<file path="config.mk">
export PLATFORM = sky130hd
export DESIGN_NAME = spectral_band_features_unit_flat
export DESIGN_NICKNAME = d
export VERILOG_FILES = /design/src/hdl/sbf_pkg.sv /design/src/hdl/sbf_channels.sv /design/src/hdl/sbf_front.sv /design/src/hdl/sbf_accum.sv /design/src/hdl/sbf_result_fifo.sv /design/src/hdl/spectral_band_features_unit.sv /design/src/flat_wrapper.sv
export SDC_FILE = /design/constraint.sdc
export NUM_CORES = 2
export LEC_CHECK = 0
export BUFFER_PORTS_ARGS = -buffer_cell sky130_fd_sc_hd__buf_2
export CORE_MARGIN = 4
export CORE_UTILIZATION = 35
export CTS_BUF_LIST = sky130_fd_sc_hd__clkbuf_4 sky130_fd_sc_hd__clkbuf_8 sky130_fd_sc_hd__clkbuf_16
export DETAILED_ROUTE_END_ITERATION = 6
export PLACE_DENSITY = 0.49
export SLEW_MARGIN = 30
export SYNTH_ARGS = -nofsm -noshare
export SYNTH_HDL_FRONTEND = slang
export SYNTH_SLANG_ARGS = --single-unit
</file>
<file path="constraint.sdc">
create_clock -name clock -period 8.85 [get_ports clock]
set_input_delay 1.77 -clock clock [delete_from_list [all_inputs] [get_ports clock]]
set_output_delay 1.77 -clock clock [all_outputs]
set_load 0.03 [all_outputs]
</file>
<file path="src/hdl/sbf_pkg.sv">
// Shared types, constants and helper functions of the spectral band feature unit.
`timescale 1ns / 1ps

package sbf_pkg;

   // Field widths fixed by the item formats.
   localparam int INPUT_MAG_W = 16;
   localparam int BIN_WIDTH_W = 20;
   localparam int BAND_HZ_W   = 21;
   localparam int HZ_FRAC_W   = 8;
   localparam int SUM_W       = 48;
   localparam int PEAK_FREQ_W = 29;
   localparam int POWER_MAX_W = 2 * INPUT_MAG_W;

   // Configuration port.
   localparam int CFG_INDEX_W = 3;
   localparam int CFG_DATA_W  = 21;

   // Result queue.
   localparam int FIFO_DEPTH   = 4;
   localparam int FIFO_PTR_W   = 2;
   localparam int FIFO_COUNT_W = 3;

   // Register reset values.
   localparam logic [BIN_WIDTH_W-1:0] BIN_WIDTH_RESET  = 20'd4000;
   localparam logic [BAND_HZ_W-1:0]   BELL_LOW_RESET   = 21'd500;
   localparam logic [BAND_HZ_W-1:0]   BELL_HIGH_RESET  = 21'd2000;
   localparam logic [BAND_HZ_W-1:0]   ALARM_LOW_RESET  = 21'd2900;
   localparam logic [BAND_HZ_W-1:0]   ALARM_HIGH_RESET = 21'd3600;

   // Register indexes of the configuration port.
   typedef enum logic [CFG_INDEX_W-1:0] {
      REG_BIN_WIDTH  = 3'd0,
      REG_BELL_LOW   = 3'd1,
      REG_BELL_HIGH  = 3'd2,
      REG_ALARM_LOW  = 3'd3,
      REG_ALARM_HIGH = 3'd4
   } sbf_reg_type;

   // Live configuration.
   typedef struct packed {
      logic [BIN_WIDTH_W-1:0] bin_width_q8;
      logic [BAND_HZ_W-1:0]   bell_low_hz;
      logic [BAND_HZ_W-1:0]   bell_high_hz;
      logic [BAND_HZ_W-1:0]   alarm_low_hz;
      logic [BAND_HZ_W-1:0]   alarm_high_hz;
   } sbf_cfg_type;

   // One feature result.
   typedef struct packed {
      logic [SUM_W-1:0]       total_power;
      logic [SUM_W-1:0]       bell_power;
      logic [SUM_W-1:0]       alarm_power;
      logic [PEAK_FREQ_W-1:0] peak_freq_q8;
      logic [INPUT_MAG_W-1:0] peak_magnitude;
   } sbf_result_type;

   // Frame ends still travelling through the bin pipeline.
   typedef struct packed {
      logic last_in_a;
      logic last_in_b;
   } sbf_flight_type;

   // Magnitude bits actually used.
   function automatic int mag_width(input int mag_bits);
      return (mag_bits < INPUT_MAG_W) ? mag_bits : INPUT_MAG_W;
   endfunction

   // Bits of the bin counter, which holds values up to the limit minus one.
   function automatic int bin_count_width(input int bin_limit);
      return (bin_limit > 2) ? $clog2(bin_limit) : 1;
   endfunction

   // Accumulator add that sticks at all ones.
   function automatic logic [SUM_W-1:0] sat_add(input logic [SUM_W-1:0] acc,
                                                input logic [POWER_MAX_W-1:0] power);
      logic [SUM_W:0] sum;
      sum = {1'b0, acc} + (SUM_W + 1)'(power);
      return sum[SUM_W] ? {SUM_W{1'b1}} : sum[SUM_W-1:0];
   endfunction

endpackage

</file>
<file path="src/hdl/sbf_channels.sv">
// Valid/ready channel interfaces for bin items and feature result items.
`timescale 1ns / 1ps

interface sbf_req_if;
   import sbf_pkg::*;

   logic                   valid;
   logic                   ready;
   logic [INPUT_MAG_W-1:0] bin_magnitude;
   logic                   last_bin;

   modport source (output valid, output bin_magnitude, output last_bin, input ready);
   modport sink   (input valid, input bin_magnitude, input last_bin, output ready);
endinterface

interface sbf_rsp_if;
   import sbf_pkg::*;

   logic                   valid;
   logic                   ready;
   logic [SUM_W-1:0]       total_power;
   logic [SUM_W-1:0]       bell_power;
   logic [SUM_W-1:0]       alarm_power;
   logic [PEAK_FREQ_W-1:0] peak_freq_q8;
   logic [INPUT_MAG_W-1:0] peak_magnitude;

   modport source (output valid, output total_power, output bell_power, output alarm_power,
                   output peak_freq_q8, output peak_magnitude, input ready);
   modport sink   (input valid, input total_power, input bell_power, input alarm_power,
                   input peak_freq_q8, input peak_magnitude, output ready);
endinterface

</file>
<file path="src/hdl/sbf_front.sv">
// Bin input register, bin counter and the power and frequency multiply stage.
`timescale 1ns / 1ps

module sbf_front #(
   parameter int  BIN_LIMIT = 512,
   parameter int  MAG_BITS  = 16,
   localparam int MAG_W     = sbf_pkg::mag_width(MAG_BITS),
   localparam int BIN_W     = sbf_pkg::bin_count_width(BIN_LIMIT),
   localparam int POW_W     = 2 * MAG_W,
   localparam int FREQ_W    = BIN_W + sbf_pkg::BIN_WIDTH_W
) (
   input  logic                                clock,
   input  logic                                reset,
   input  logic                                accept,
   input  logic [sbf_pkg::INPUT_MAG_W-1:0]     bin_magnitude,
   input  logic                                last_bin,
   input  logic [sbf_pkg::BIN_WIDTH_W-1:0]     bin_width_q8,
   output sbf_pkg::sbf_flight_type             flight,
   output logic                                valid_out,
   output logic                                last_out,
   output logic [POW_W-1:0]                    power_out,
   output logic [FREQ_W-1:0]                   freq_out,
   output logic [MAG_W-1:0]                    mag_out
);
   import sbf_pkg::*;

   logic [BIN_W-1:0]  bin_count_ff, bin_count_in;
   logic              valid_a_ff, last_a_ff;
   logic [MAG_W-1:0]  mag_a_ff, mag_a_in;
   logic [BIN_W-1:0]  bin_a_ff;
   logic              valid_b_ff, last_b_ff;
   logic [POW_W-1:0]  power_b_ff, power_b_in;
   logic [FREQ_W-1:0] freq_b_ff, freq_b_in;
   logic [MAG_W-1:0]  mag_b_ff;

   // Bin number of the next item: restarts at one after a frame end, holds at the limit minus one.
   always_comb begin
      bin_count_in = bin_count_ff;
      if (accept) begin
         if (last_bin) begin
            bin_count_in = BIN_W'(1);
         end else if (bin_count_ff < BIN_W'(BIN_LIMIT - 1)) begin
            bin_count_in = bin_count_ff + BIN_W'(1);
         end
      end
   end

   // Only the low magnitude bits take part.
   assign mag_a_in = bin_magnitude[MAG_W-1:0];

   // Power and frequency of the registered bin.
   assign power_b_in = POW_W'(mag_a_ff) * POW_W'(mag_a_ff);
   assign freq_b_in  = FREQ_W'(bin_a_ff) * FREQ_W'(bin_width_q8);

   // Control registers.
   always_ff @(posedge clock) begin
      if (reset) begin
         bin_count_ff <= BIN_W'(1);
         valid_a_ff   <= 1'b0;
         valid_b_ff   <= 1'b0;
      end else begin
         bin_count_ff <= bin_count_in;
         valid_a_ff   <= accept;
         valid_b_ff   <= valid_a_ff;
      end
   end

   // Payload registers of both stages.
   always_ff @(posedge clock) begin
      if (accept) begin
         mag_a_ff  <= mag_a_in;
         last_a_ff <= last_bin;
         bin_a_ff  <= bin_count_ff;
      end
      last_b_ff  <= last_a_ff;
      power_b_ff <= power_b_in;
      freq_b_ff  <= freq_b_in;
      mag_b_ff   <= mag_a_ff;
   end

   assign flight.last_in_a = valid_a_ff & last_a_ff;
   assign flight.last_in_b = valid_b_ff & last_b_ff;
   assign valid_out        = valid_b_ff;
   assign last_out         = last_b_ff;
   assign power_out        = power_b_ff;
   assign freq_out         = freq_b_ff;
   assign mag_out          = mag_b_ff;

   // The bin counter stays between one and the limit minus one.
   assert property (@(posedge clock) disable iff (reset)
      (bin_count_ff != '0) && (bin_count_ff <= BIN_W'(BIN_LIMIT - 1)))
      else $error("bin counter out of range");

endmodule

</file>
<file path="src/hdl/sbf_accum.sv">
// Frame accumulators for total and band power and the peak bin tracker.
`timescale 1ns / 1ps

module sbf_accum #(
   parameter int  BIN_LIMIT = 512,
   parameter int  MAG_BITS  = 16,
   localparam int MAG_W     = sbf_pkg::mag_width(MAG_BITS),
   localparam int BIN_W     = sbf_pkg::bin_count_width(BIN_LIMIT),
   localparam int POW_W     = 2 * MAG_W,
   localparam int FREQ_W    = BIN_W + sbf_pkg::BIN_WIDTH_W
) (
   input  logic                    clock,
   input  logic                    reset,
   input  logic                    valid_in,
   input  logic                    last_in,
   input  logic [POW_W-1:0]        power_in,
   input  logic [FREQ_W-1:0]       freq_in,
   input  logic [MAG_W-1:0]        mag_in,
   input  sbf_pkg::sbf_cfg_type    cfg,
   output logic                    push,
   output sbf_pkg::sbf_result_type push_data
);
   import sbf_pkg::*;

   localparam int CMP_W = (FREQ_W > PEAK_FREQ_W) ? FREQ_W : PEAK_FREQ_W;

   logic [SUM_W-1:0]       total_acc_ff, total_acc_in;
   logic [SUM_W-1:0]       bell_acc_ff, bell_acc_in;
   logic [SUM_W-1:0]       alarm_acc_ff, alarm_acc_in;
   logic [POW_W-1:0]       best_power_ff, best_power_in;
   logic [PEAK_FREQ_W-1:0] best_freq_ff, best_freq_in;
   logic [MAG_W-1:0]       best_mag_ff, best_mag_in;

   logic [CMP_W-1:0]       freq_cmp;
   logic [CMP_W-1:0]       bell_lo, bell_hi, alarm_lo, alarm_hi;
   logic                   in_bell, in_alarm, take_peak;
   logic [POWER_MAX_W-1:0] power_ext;
   logic [PEAK_FREQ_W-1:0] freq_sat;
   logic [SUM_W-1:0]       total_sum, bell_sum, alarm_sum;
   logic [POW_W-1:0]       peak_power;
   logic [PEAK_FREQ_W-1:0] peak_freq;
   logic [MAG_W-1:0]       peak_mag;

   // Band edges in Q8 Hz against the full bin frequency.
   assign freq_cmp = CMP_W'(freq_in);
   assign bell_lo  = CMP_W'({cfg.bell_low_hz, {HZ_FRAC_W{1'b0}}});
   assign bell_hi  = CMP_W'({cfg.bell_high_hz, {HZ_FRAC_W{1'b0}}});
   assign alarm_lo = CMP_W'({cfg.alarm_low_hz, {HZ_FRAC_W{1'b0}}});
   assign alarm_hi = CMP_W'({cfg.alarm_high_hz, {HZ_FRAC_W{1'b0}}});
   assign in_bell  = (freq_cmp >= bell_lo) && (freq_cmp <= bell_hi);
   assign in_alarm = (freq_cmp >= alarm_lo) && (freq_cmp <= alarm_hi);

   // Peak frequency clips to the result field.
   assign freq_sat = (freq_cmp > CMP_W'({PEAK_FREQ_W{1'b1}})) ? {PEAK_FREQ_W{1'b1}}
                                                               : freq_cmp[PEAK_FREQ_W-1:0];

   // Frame values including the current bin.
   always_comb begin
      power_ext  = POWER_MAX_W'(power_in);
      total_sum  = sat_add(total_acc_ff, power_ext);
      bell_sum   = in_bell ? sat_add(bell_acc_ff, power_ext) : bell_acc_ff;
      alarm_sum  = in_alarm ? sat_add(alarm_acc_ff, power_ext) : alarm_acc_ff;
      take_peak  = power_in > best_power_ff;
      peak_power = take_peak ? power_in : best_power_ff;
      peak_freq  = take_peak ? freq_sat : best_freq_ff;
      peak_mag   = take_peak ? mag_in : best_mag_ff;
   end

   // Keep the running values, or hand them out and clear on a frame end.
   always_comb begin
      total_acc_in  = total_acc_ff;
      bell_acc_in   = bell_acc_ff;
      alarm_acc_in  = alarm_acc_ff;
      best_power_in = best_power_ff;
      best_freq_in  = best_freq_ff;
      best_mag_in   = best_mag_ff;
      if (valid_in) begin
         if (last_in) begin
            total_acc_in  = '0;
            bell_acc_in   = '0;
            alarm_acc_in  = '0;
            best_power_in = '0;
            best_freq_in  = '0;
            best_mag_in   = '0;
         end else begin
            total_acc_in  = total_sum;
            bell_acc_in   = bell_sum;
            alarm_acc_in  = alarm_sum;
            best_power_in = peak_power;
            best_freq_in  = peak_freq;
            best_mag_in   = peak_mag;
         end
      end
   end

   assign push                     = valid_in & last_in;
   assign push_data.total_power    = total_sum;
   assign push_data.bell_power     = bell_sum;
   assign push_data.alarm_power    = alarm_sum;
   assign push_data.peak_freq_q8   = peak_freq;
   assign push_data.peak_magnitude = INPUT_MAG_W'(peak_mag);

   // Accumulator state.
   always_ff @(posedge clock) begin
      if (reset) begin
         total_acc_ff  <= '0;
         bell_acc_ff   <= '0;
         alarm_acc_ff  <= '0;
         best_power_ff <= '0;
         best_freq_ff  <= '0;
         best_mag_ff   <= '0;
      end else begin
         total_acc_ff  <= total_acc_in;
         bell_acc_ff   <= bell_acc_in;
         alarm_acc_ff  <= alarm_acc_in;
         best_power_ff <= best_power_in;
         best_freq_ff  <= best_freq_in;
         best_mag_ff   <= best_mag_in;
      end
   end

   // A frame end leaves every accumulator cleared for the next frame.
   assert property (@(posedge clock) disable iff (reset)
      push |=> (total_acc_ff == '0) && (bell_acc_ff == '0) && (alarm_acc_ff == '0)
               && (best_power_ff == '0))
      else $error("accumulators not cleared after frame end");

   // While no bin with power has been seen, the peak stays empty.
   assert property (@(posedge clock) disable iff (reset)
      (best_power_ff == '0) |-> (best_mag_ff == '0) && (best_freq_ff == '0))
      else $error("peak set without power");

endmodule

</file>
<file path="src/hdl/sbf_result_fifo.sv">
// Small result queue that drives the result channel.
`timescale 1ns / 1ps

module sbf_result_fifo (
   input  logic                                 clock,
   input  logic                                 reset,
   input  logic                                 push,
   input  sbf_pkg::sbf_result_type              push_data,
   output logic [sbf_pkg::FIFO_COUNT_W-1:0]     count,
   sbf_rsp_if.source                            rsp_ch
);
   import sbf_pkg::*;

   sbf_result_type          slot_ff [FIFO_DEPTH];
   logic [FIFO_PTR_W-1:0]   wr_ptr_ff, wr_ptr_in;
   logic [FIFO_PTR_W-1:0]   rd_ptr_ff, rd_ptr_in;
   logic [FIFO_COUNT_W-1:0] count_ff, count_in;
   logic                    pop;
   sbf_result_type          head;

   assign pop = rsp_ch.valid & rsp_ch.ready;

   // Pointer and fill count update.
   always_comb begin
      wr_ptr_in = push ? wr_ptr_ff + FIFO_PTR_W'(1) : wr_ptr_ff;
      rd_ptr_in = pop ? rd_ptr_ff + FIFO_PTR_W'(1) : rd_ptr_ff;
      case ({push, pop})
         2'b10:   count_in = count_ff + FIFO_COUNT_W'(1);
         2'b01:   count_in = count_ff - FIFO_COUNT_W'(1);
         default: count_in = count_ff;
      endcase
   end

   always_ff @(posedge clock) begin
      if (reset) begin
         wr_ptr_ff <= '0;
         rd_ptr_ff <= '0;
         count_ff  <= '0;
      end else begin
         wr_ptr_ff <= wr_ptr_in;
         rd_ptr_ff <= rd_ptr_in;
         count_ff  <= count_in;
      end
   end

   // Result storage.
   always_ff @(posedge clock) begin
      if (push) begin
         slot_ff[wr_ptr_ff] <= push_data;
      end
   end

   // The oldest item is shown on the channel.
   assign head                  = slot_ff[rd_ptr_ff];
   assign rsp_ch.valid          = (count_ff != '0);
   assign rsp_ch.total_power    = head.total_power;
   assign rsp_ch.bell_power     = head.bell_power;
   assign rsp_ch.alarm_power    = head.alarm_power;
   assign rsp_ch.peak_freq_q8   = head.peak_freq_q8;
   assign rsp_ch.peak_magnitude = head.peak_magnitude;
   assign count                 = count_ff;

   // Admission control upstream never lets a result arrive at a full queue.
   assert property (@(posedge clock) disable iff (reset)
      push |-> (count_ff < FIFO_COUNT_W'(FIFO_DEPTH)))
      else $error("result pushed into a full queue");

   // The fill count and the pointers agree.
   assert property (@(posedge clock) disable iff (reset)
      (count_ff == '0) |-> (wr_ptr_ff == rd_ptr_ff))
      else $error("empty queue with pointers apart");

endmodule

</file>
<file path="src/hdl/spectral_band_features_unit.sv">
// Top level of the spectral band feature unit: register file, bin pipeline and result queue.
`timescale 1ns / 1ps

// Usage:
// Bins of one spectrum frame arrive on req_ch, one magnitude per item, starting at bin 1,
// with last_bin set on the final bin. For each frame one item leaves on rsp_ch: total
// power, power in the doorbell and smoke alarm bands, and the frequency and magnitude of
// the strongest bin. Non-final bins produce nothing on rsp_ch.
// Band edges and bin width are written through the csr_ port, one register per cycle
// while no frame is in progress; an index beyond the five registers is ignored.
// Throughput: one bin per cycle while req_ch.ready is high. The path is an input register,
// a multiply stage for power and frequency, and the accumulate stage that writes the result
// queue, so a frame's last bin passes both registers before its result reaches rsp_ch.
// A four-entry result queue decouples the two channels: req_ch.ready depends only on
// registered queue occupancy and frame ends in flight, so a stalled receiver slows the
// input only once four results are waiting or on their way.
// Reset (synchronous) restores the register defaults, empties the queue and restarts
// the bin count at one with cleared accumulators.

module spectral_band_features_unit #(
   parameter int BIN_LIMIT = 512,
   parameter int MAG_BITS  = 16
) (
   input  logic                              clock,
   input  logic                              reset,
   sbf_req_if.sink                           req_ch,
   sbf_rsp_if.source                         rsp_ch,
   input  logic                              csr_write_en,
   input  logic [sbf_pkg::CFG_INDEX_W-1:0]   csr_index,
   input  logic [sbf_pkg::CFG_DATA_W-1:0]    csr_write_data
);
   import sbf_pkg::*;

   localparam int MAG_W  = mag_width(MAG_BITS);
   localparam int BIN_W  = bin_count_width(BIN_LIMIT);
   localparam int POW_W  = 2 * MAG_W;
   localparam int FREQ_W = BIN_W + BIN_WIDTH_W;

   sbf_cfg_type               cfg_ff, cfg_in;
   logic                      accept;
   sbf_flight_type            flight;
   logic                      bin_valid, bin_last;
   logic [POW_W-1:0]          bin_power;
   logic [FREQ_W-1:0]         bin_freq;
   logic [MAG_W-1:0]          bin_mag;
   logic                      push;
   sbf_result_type            push_data;
   logic [FIFO_COUNT_W-1:0]   fifo_count;
   logic [FIFO_COUNT_W:0]     pending;

   // Configuration register writes.
   always_comb begin
      cfg_in = cfg_ff;
      if (csr_write_en) begin
         case (sbf_reg_type'(csr_index))
            REG_BIN_WIDTH:  cfg_in.bin_width_q8  = csr_write_data[BIN_WIDTH_W-1:0];
            REG_BELL_LOW:   cfg_in.bell_low_hz   = csr_write_data[BAND_HZ_W-1:0];
            REG_BELL_HIGH:  cfg_in.bell_high_hz  = csr_write_data[BAND_HZ_W-1:0];
            REG_ALARM_LOW:  cfg_in.alarm_low_hz  = csr_write_data[BAND_HZ_W-1:0];
            REG_ALARM_HIGH: cfg_in.alarm_high_hz = csr_write_data[BAND_HZ_W-1:0];
            default:        cfg_in = cfg_ff;
         endcase
      end
   end

   always_ff @(posedge clock) begin
      if (reset) begin
         cfg_ff.bin_width_q8  <= BIN_WIDTH_RESET;
         cfg_ff.bell_low_hz   <= BELL_LOW_RESET;
         cfg_ff.bell_high_hz  <= BELL_HIGH_RESET;
         cfg_ff.alarm_low_hz  <= ALARM_LOW_RESET;
         cfg_ff.alarm_high_hz <= ALARM_HIGH_RESET;
      end else begin
         cfg_ff <= cfg_in;
      end
   end

   // Take a bin only when its frame end, if any, is sure of a queue slot.
   assign pending = (FIFO_COUNT_W + 1)'(fifo_count)
                  + (FIFO_COUNT_W + 1)'(flight.last_in_a)
                  + (FIFO_COUNT_W + 1)'(flight.last_in_b);
   assign req_ch.ready = (pending < (FIFO_COUNT_W + 1)'(FIFO_DEPTH));
   assign accept       = req_ch.valid & req_ch.ready;

   sbf_front #(
      .BIN_LIMIT (BIN_LIMIT),
      .MAG_BITS  (MAG_BITS)
   ) u_front (
      .clock         (clock),
      .reset         (reset),
      .accept        (accept),
      .bin_magnitude (req_ch.bin_magnitude),
      .last_bin      (req_ch.last_bin),
      .bin_width_q8  (cfg_ff.bin_width_q8),
      .flight        (flight),
      .valid_out     (bin_valid),
      .last_out      (bin_last),
      .power_out     (bin_power),
      .freq_out      (bin_freq),
      .mag_out       (bin_mag)
   );

   sbf_accum #(
      .BIN_LIMIT (BIN_LIMIT),
      .MAG_BITS  (MAG_BITS)
   ) u_accum (
      .clock     (clock),
      .reset     (reset),
      .valid_in  (bin_valid),
      .last_in   (bin_last),
      .power_in  (bin_power),
      .freq_in   (bin_freq),
      .mag_in    (bin_mag),
      .cfg       (cfg_ff),
      .push      (push),
      .push_data (push_data)
   );

   sbf_result_fifo u_result_fifo (
      .clock     (clock),
      .reset     (reset),
      .push      (push),
      .push_data (push_data),
      .count     (fifo_count),
      .rsp_ch    (rsp_ch)
   );

endmodule

</file>
<file path="src/flat_wrapper.sv">
// flat-port wrapper written by rule: the top's interface ports become plain ports
module spectral_band_features_unit_flat import sbf_pkg::*;
#(
   parameter int BIN_LIMIT = 512,
   parameter int MAG_BITS  = 16
)
  (clock, reset, csr_write_en, csr_index, csr_write_data, req_ch_valid, req_ch_bin_magnitude, req_ch_last_bin, req_ch_ready, rsp_ch_valid, rsp_ch_total_power, rsp_ch_bell_power, rsp_ch_alarm_power, rsp_ch_peak_freq_q8, rsp_ch_peak_magnitude, rsp_ch_ready);
  sbf_req_if req_ch_i ();
  sbf_rsp_if rsp_ch_i ();
  input  logic clock;
  input  logic reset;
  input  logic csr_write_en;
  input  logic [sbf_pkg::CFG_INDEX_W-1:0] csr_index;
  input  logic [sbf_pkg::CFG_DATA_W-1:0] csr_write_data;
  input wire logic [$bits(req_ch_i.valid)-1:0] req_ch_valid;
  input wire logic [$bits(req_ch_i.bin_magnitude)-1:0] req_ch_bin_magnitude;
  input wire logic [$bits(req_ch_i.last_bin)-1:0] req_ch_last_bin;
  output wire logic [$bits(req_ch_i.ready)-1:0] req_ch_ready;
  output wire logic [$bits(rsp_ch_i.valid)-1:0] rsp_ch_valid;
  output wire logic [$bits(rsp_ch_i.total_power)-1:0] rsp_ch_total_power;
  output wire logic [$bits(rsp_ch_i.bell_power)-1:0] rsp_ch_bell_power;
  output wire logic [$bits(rsp_ch_i.alarm_power)-1:0] rsp_ch_alarm_power;
  output wire logic [$bits(rsp_ch_i.peak_freq_q8)-1:0] rsp_ch_peak_freq_q8;
  output wire logic [$bits(rsp_ch_i.peak_magnitude)-1:0] rsp_ch_peak_magnitude;
  input wire logic [$bits(rsp_ch_i.ready)-1:0] rsp_ch_ready;
  assign req_ch_i.valid = req_ch_valid;
  assign req_ch_i.bin_magnitude = req_ch_bin_magnitude;
  assign req_ch_i.last_bin = req_ch_last_bin;
  assign req_ch_ready = req_ch_i.ready;
  assign rsp_ch_valid = rsp_ch_i.valid;
  assign rsp_ch_total_power = rsp_ch_i.total_power;
  assign rsp_ch_bell_power = rsp_ch_i.bell_power;
  assign rsp_ch_alarm_power = rsp_ch_i.alarm_power;
  assign rsp_ch_peak_freq_q8 = rsp_ch_i.peak_freq_q8;
  assign rsp_ch_peak_magnitude = rsp_ch_i.peak_magnitude;
  assign rsp_ch_i.ready = rsp_ch_ready;
  spectral_band_features_unit #(.BIN_LIMIT(BIN_LIMIT), .MAG_BITS(MAG_BITS)) u_core (.clock(clock), .reset(reset), .req_ch(req_ch_i), .rsp_ch(rsp_ch_i), .csr_write_en(csr_write_en), .csr_index(csr_index), .csr_write_data(csr_write_data));
endmodule
</file>
; ---- Yosys cells after proc, flatten, opt, wreduce, memory -nomap -nowiden
; Memory sizes are Yosys's and may differ from the RTL's. A register that Yosys moved wholly into a read port is not among the register bits.
; Cells that the tools add are included.
[word_totals]
regBits = 447
mem_bits_rw = 756
inputBits = 46
n_memories = 1
[op_classes]
addsub = 10
mul = 2
order_cmp = 8
n_eq_ne = 6
mux = 22
bitwise_logic = 4
reduce_logical = 14
[mem_list]
columns = name, words, width, read_ports, rd_ports_with_merged_regs, write_ports, line_no
row1 = u_core.u_result_fifo.slot_ff, 4, 189, 1, 1, 1, sbf_result_fifo.sv:14  ; sbf_result_type slot_ff [FIFO_DEPTH];
[op_table]
columns = cell, n
row1 = 48-bit 2-to-1 mux, 8
row2 = 48-bit by 32-bit adder with 49-bit output, 3
row3 = 29-bit 2-to-1 mux, 3
row4 = 32-bit 2-to-1 mux, 2
row5 = 29-bit greater-or-equal comparator, 2
row6 = 29-bit <= comparator, 2
row7 = 32-bit greater-than comparator, 1
row8 = 16-bit by 16-bit multiplier with 32-bit output, 1
row9 = 16-bit 2-to-1 mux, 2
row10 = 29-bit greater-than comparator (second input constant), 1
row11 = 9-bit by 20-bit multiplier with 29-bit output, 1
row12 = 9-bit 2-to-1 mux, 2
row13 = 2-bit AND reduction, 7
row14 = 9-bit by 1-bit adder with 9-bit output (second input constant), 1
row15 = 9-bit < comparator (second input constant), 1
row16 = 3-bit by 2-bit == test with 1-bit output (second input constant), 2
row17 = 3-bit case mux with 2 select lines, 1
row18 = 2-bit nonzero test, 3
row19 = 2-bit by 1-bit adder with 2-bit output (second input constant), 2
row20 = 3-bit by 1-bit adder with 4-bit output, 1
row21 = 4-bit by 1-bit adder with 4-bit output, 1
row22 = 1-bit bitwise AND, 4
row23 = 4-bit by 3-bit < comparator with 1-bit output (second input constant), 1
row24 = 2-bit 2-to-1 mux, 2
row25 = other kinds (10), 12

; ---- Longest topological paths before layout
[depth]
word_depth = 6
ltp_mapped = 26
depth_no_buf = 25

; ---- Hierarchy
; A second synthesis with hierarchy kept.
[unflattened]
hier_cells = 5379
hier_area_um2 = 65749.3
[modules_own_cells]
columns = module, instances, cells_per_inst, area_per_inst_um2, seq_area_each_um2
row1 = sbf_result_fifo, 1, 1034, 27690.3, 22881.9
row2 = sbf_accum, 1, 2300, 18323.8, 4424.2
row3 = sbf_front, 1, 1663, 15612.5, 2522.4
row4 = spectral_band_features_unit, 1, 382, 4122.7, 2082.0

; ---- Worst setup path before layout
; OpenSTA, ideal clock, no wires.
[synth_timing]
path_kind = reg-to-reg
start = register u_core.u_front.mag_a_ff[1]
end = register u_core.u_front.power_b_ff[30], in the netlist u_core.u_front.power_out[30]
arrival_time_ns = 6.163
t_required_ns = 8.704
path_slack_ns = 2.541
stages_incl_launch_ff = 26
path_buffers = 2
synth_period_minus_slack_ns = 6.309
cell_sequence = edfxtp_1 -> clkbuf_1 -> clkbuf_1 -> and2_1 -> fa_1 -> inv_1 -> fa_1 -> inv_1 -> fa_1 -> inv_1 -> fa_1 -> inv_1 -> fa_1 -> inv_1 -> fa_1 -> inv_1 -> ha_1 -> and4_1 -> a21o_1 -> a211oi_1 -> a211oi_1 -> a22o_1 -> a2bb2oi_1 -> a21oi_1 -> a21oi_1 -> o311ai_0
[synth_between]
elab_chain_len = 1
[synth_lines]
columns = item, line_no
row1 = start: declaration, sbf_front.sv:29  ; logic [MAG_W-1:0] mag_a_ff, mag_a_in;
row2 = start signal: assignment, sbf_front.sv:71  ; mag_a_ff <= mag_a_in;
row3 = 16-bit by 16-bit multiplier with 32-bit output, sbf_front.sv:52  ; assign power_b_in = POW_W'(mag_a_ff) * POW_W'(mag_a_ff);
row4 = named net u_core.u_front.power_b_in[30], sbf_front.sv:32  ; logic [POW_W-1:0] power_b_ff, power_b_in;
row5 = end signal: assignment, sbf_front.sv:76  ; power_b_ff <= power_b_in;
row6 = end: declaration, sbf_front.sv:32
; The timed path passes the listed nets, and every way through them passes these cells.
; A chain may end at the register's enable or synchronous reset.

; ---- Final worst setup path
[layout_timing]
start = register u_core.u_front.mag_a_ff[8]
end = register u_core.u_front.power_b_ff[30], in the netlist u_core.u_front.power_out[30]
; Same word-level chain as after synthesis.

==> run_results.csv <==
group,metric,value,unit
setup_path,cpPeakStageDelay,0.65,ns
synthesis,avgSynthCellArea,12.03,um2
flow_run,drv_cap,0,
setup_path,cpMostUsedCell,"inv_1",
power,p_leak,29.34,nW
clock_tree,clockBufferDepth,3,
routing,wl_per_cell,21.68,um
power,netSwitchingFraction,37.47,%
setup_path,reg2reg_from,"u_core.u_front.mag_a_ff[8]$_DFFE_PP_",
routing,dr.pass1.iters,5,
sta,slew_violations,0,
global_routing,grt_pass1_wl,270400,um
synthesis,synth_edf_count,782,
floorplan,boundaryPins,237,
routing,num_vias,41480,
global_routing,track_usage,18.37,%
power,p_per_area,296.6,nW/um2
power,ir_drop,341.9,uV
synthesis,synth-simple-area-share,9.562,%
clock_tree,cts.sinks,1203,
power,pwr-share-clk,28.0,%
synthesis,yosysTopAreaCell,"edfxtp_1",
finish,drive_gt1_share,14.64,%
sta,relSlewSlack,31.34,%
clock_tree,postCtsSetupRepairBufs,0,
global_routing,grt_pass1_vias,42360,
clock_tree,clk_latency,0.81,ns
setup_path,path_buf_inv,7,
setup_path,end_kind,"flip-flop",
placed_design,io_buffers,236,
synthesis,synth-adder-area-share,16.15,%
routing,drc_errors,0,
clock_tree,cts_resized,0,
synthesis,synth_compound_area_share,10.27,%
finish,area_delta_synth_final,13.87,%
synthesis,synth_ff_type,"edfxtp_1",
sta,timing.fmax,143.5,MHz
power,seqPwrFrac,33.0,%
finish,fillers,17490,
min_path,hold_start,"u_core.u_front.last_a_ff$_DFFE_PP_",
routing,drt.antenna.violating_nets,0,
setup_path,crit_chain,"nand2_1, inv_1, fa_1, inv_1, fa_1, inv_1, fa_1, inv_1, fa_1, inv_1, fa_1, inv_1, fa_1, inv_1, ha_1, and4_1, a21o_1, a211oi_1, a211oi_1, a22o_1, a2bb2oi_1, a21oi_1, a21oi_1, o311ai_0",
clock_tree,cts_tree,"done",
floorplan,row_count,157,
routing,viasPerCell,5.098,
finish,most-common-layout-cells,"edfxtp_1, nand2_1, inv_1, dfxtp_1, ha_1",
finish,final_common_cell,"edfxtp_1",
floorplan,coreArea,183300,um2
synthesis,async_flop_share,0,%
floorplan,start_util,35.22,%
synthesis,yosysSeqAreaShare,49.44,%
sta,fin_crit,6.971,ns
sta,whs,0.4166,ns
setup_path,worst-setup-path-type,"reg -> reg",
synthesis,synth_top_family_by_area,"adder cells",
sta,fin_crit_sh,78.77,%
setup_path,cp_slowest_cell,"edfxtp_1",
finish,fin_nets,6261,
synthesis,yosysWarnings,0,
placed_design,hpwl,122500,um
clock_tree,clk_pin_slew,0.06,ns
setup_path,worstSetupStartpoint,"u_core.u_front.mag_a_ff[8]$_DFFE_PP_",
sta,clock-skew-final,0.06098,ns
setup_path,cp_max_fo,15,
synthesis,synthCells,5365,
synthesis,synth_top_area_share,36.38,%
floorplan,die_height,437.4,um
min_path,hp-class,"reg -> reg",
routing,drt_iter0_drc,2519,
floorplan,die_area,191400,um2
setup_path,cpLargestDelayFamily,"adder cells",
synthesis,synthXorXnorAreaFrac,2.456,%
routing,wl,176400,um
setup_path,cp.required,9.49,ns
sta,finalSetupTns,0,ns
setup_path,arrival,7.61,ns
finish,utilization,40.10,%
global_routing,antenna_found_initial,7,
synthesis,synth_nets,6070,
sta,rsz0062_at_grt,"no",
clock_tree,numCtsBuffers,141,
global_routing,overflow,0,
clock_tree,cts_hold_buf,0,
outcome,status,"finished clean",
setup_path,reg2reg_slack,1.88,ns
sta,setup_viol,0,
floorplan,die_w,437.4,um
global_routing,grt_max_degree,110,
synthesis,synth_cell_types,96,
synthesis,synth.cell_area,64550,um2
placed_design,gp_congestion,0.8463,
setup_path,start_kind,"flip-flop",
synthesis,yosys_register_bits,1203,
sta,hold_violations,0,
clock_tree,cts-root-buf,"clkbuf_16",
clock_tree,htreeDepth,4,
sta,tightest_slew,1.029,ns
synthesis,synthMuxAreaShare,7.601,%
power,p_switching,0.008168,W
synthesis,synthTopCellsByArea,"edfxtp_1, dfxtp_1, fa_1",
power,p_comb_share,39.0,%
power,p_int,0.01363,W
-- registers in the layout, indices dropped and copies added, names as in the netlist, named ones only --
signal,cells
u_core.u_result_fifo.slot_ff,756
u_core.u_front.power_out,30
u_core.u_front.mag_out,16
u_core.cfg_ff,104
u_core.u_front.bin_count_ff,9
u_core.u_front.valid_a_ff,1
u_core.u_accum.total_acc_ff,48
u_core.u_accum.bell_acc_ff,48
u_core.u_front.last_out,1
u_core.u_front.last_a_ff,1
u_core.u_accum.alarm_acc_ff,48
u_core.u_result_fifo.count,3
u_core.u_accum.best_mag_ff,16
u_core.u_result_fifo.wr_ptr_ff,2
u_core.u_front.freq_out,29
u_core.u_front.bin_a_ff,9
u_core.u_front.valid_out,1
u_core.u_accum.best_freq_ff,29
u_core.u_result_fifo.rd_ptr_ff,2
u_core.u_accum.best_power_ff,32
u_core.u_front.mag_a_ff,16
-- metrics by stage --
stage / cell area [um2] / std cells / total power [W] / worst slack, ns
after floorplan: 64550 / 5365 / 0.01323 / 2.541
after global placement: 68400 / 7871 / 0.01576 / 2.007
after detailed placement: 68510 / 7876 / 0.01585 / 1.906
after CTS: 73470 / 8134 / 0.02208 / 1.867
after global routing: 73490 / 8135 / 0.02334 / 1.470
final: 73500 / 8137 / 0.02180 / 1.879
-- worst reg2reg max path, delay by kind of cell (launching register included) --
family                     cells  cell delay [ns]
and+or+nand+nor                2             0.49
AOI/OAI and AO/OA              8             1.85
adders and majority gates      7             3.43
buffers and inverters          7             0.39
DFF                            1             0.65
-- kinds of logic (layout without fill, tap and decap cells) --
| kind of cell | Yosys count | count (layout) |
|---|---|---|
| AO/OA/AOI/OAI | 978 | 978 |
| flip-flops | 1203 | 1203 |
| multiplexers | 248 | 248 |
| other | 0 | 2 |
| adder cells (fa/ha/maj) | 659 | 659 |
| buffers and inverters | 774 | 1080 |
| AND/OR/NAND/NOR | 1322 | 1322 |
| XOR/XNOR | 181 | 181 |
-- power by group through the flow --
stage | registers [W] | clock network (W) | logic [W]
floorplan | 0.00693 | 0 | 0.00630
global placement | 0.00734 | 0 | 0.00842
detailed placement | 0.00735 | 0 | 0.00850
CTS | 0.00723 | 0.00629 | 0.00856
global route | 0.00722 | 0.00652 | 0.00960
finish | 0.00720 | 0.00611 | 0.00849
-- synth_stat cells (all sizes together) (35+ instances only) --
library cell / number
a211oi: 35
nand2: 611
a21oi: 282
and3: 46
and2: 126
nor2: 241
fa: 290
nand4: 43
a21o: 120
a22o: 159
clkbuf: 187
o21ai: 161
buf: 55
a31oi: 39
mux4: 189
nand3: 69
edfxtp: 782
inv: 532
dfxtp: 421
nor3: 44
mux2: 47
ha: 369
xnor2: 109
xor2: 72
-- cell type report --
class                   count  area, um2  share of cell area (%)
flip-flops and latches   1203      31920                   43.43
multi-input cells        3388      29800                   40.54
clock buffers             172       3821                   5.199
well taps                2464       3083                   4.195
inverters                 532       1997                   2.717
repair buffers            290       1729                   2.353
clock inverters            86       1145                   1.558
diodes                      2      5.005                0.006809
-- per-layer routing --
metal / vias to the layer above / global-route usage (%) / part of all wire (%)
met5: - / 0 / 0.011
met4: 2 / 4.649 / 2.2
met3: 207 / 2.774 / 3.9
met2: 801 / 30.44 / 48
met1: 20950 / 25.30 / 46
li1: 19530 / - / -
-- path summary, 6_finish.rpt --
kind,end,depth (start not counted)
worst min register to register,u_core.u_front.last_out$_DFF_P_,0
worst max register to register,u_core.u_front.power_out[30]$_DFF_P_,24
worst max-delay path,u_core.u_front.power_out[30]$_DFF_P_,24
worst min-delay path,u_core.u_front.last_out$_DFF_P_,0
(Power assumes the default switching activity.)
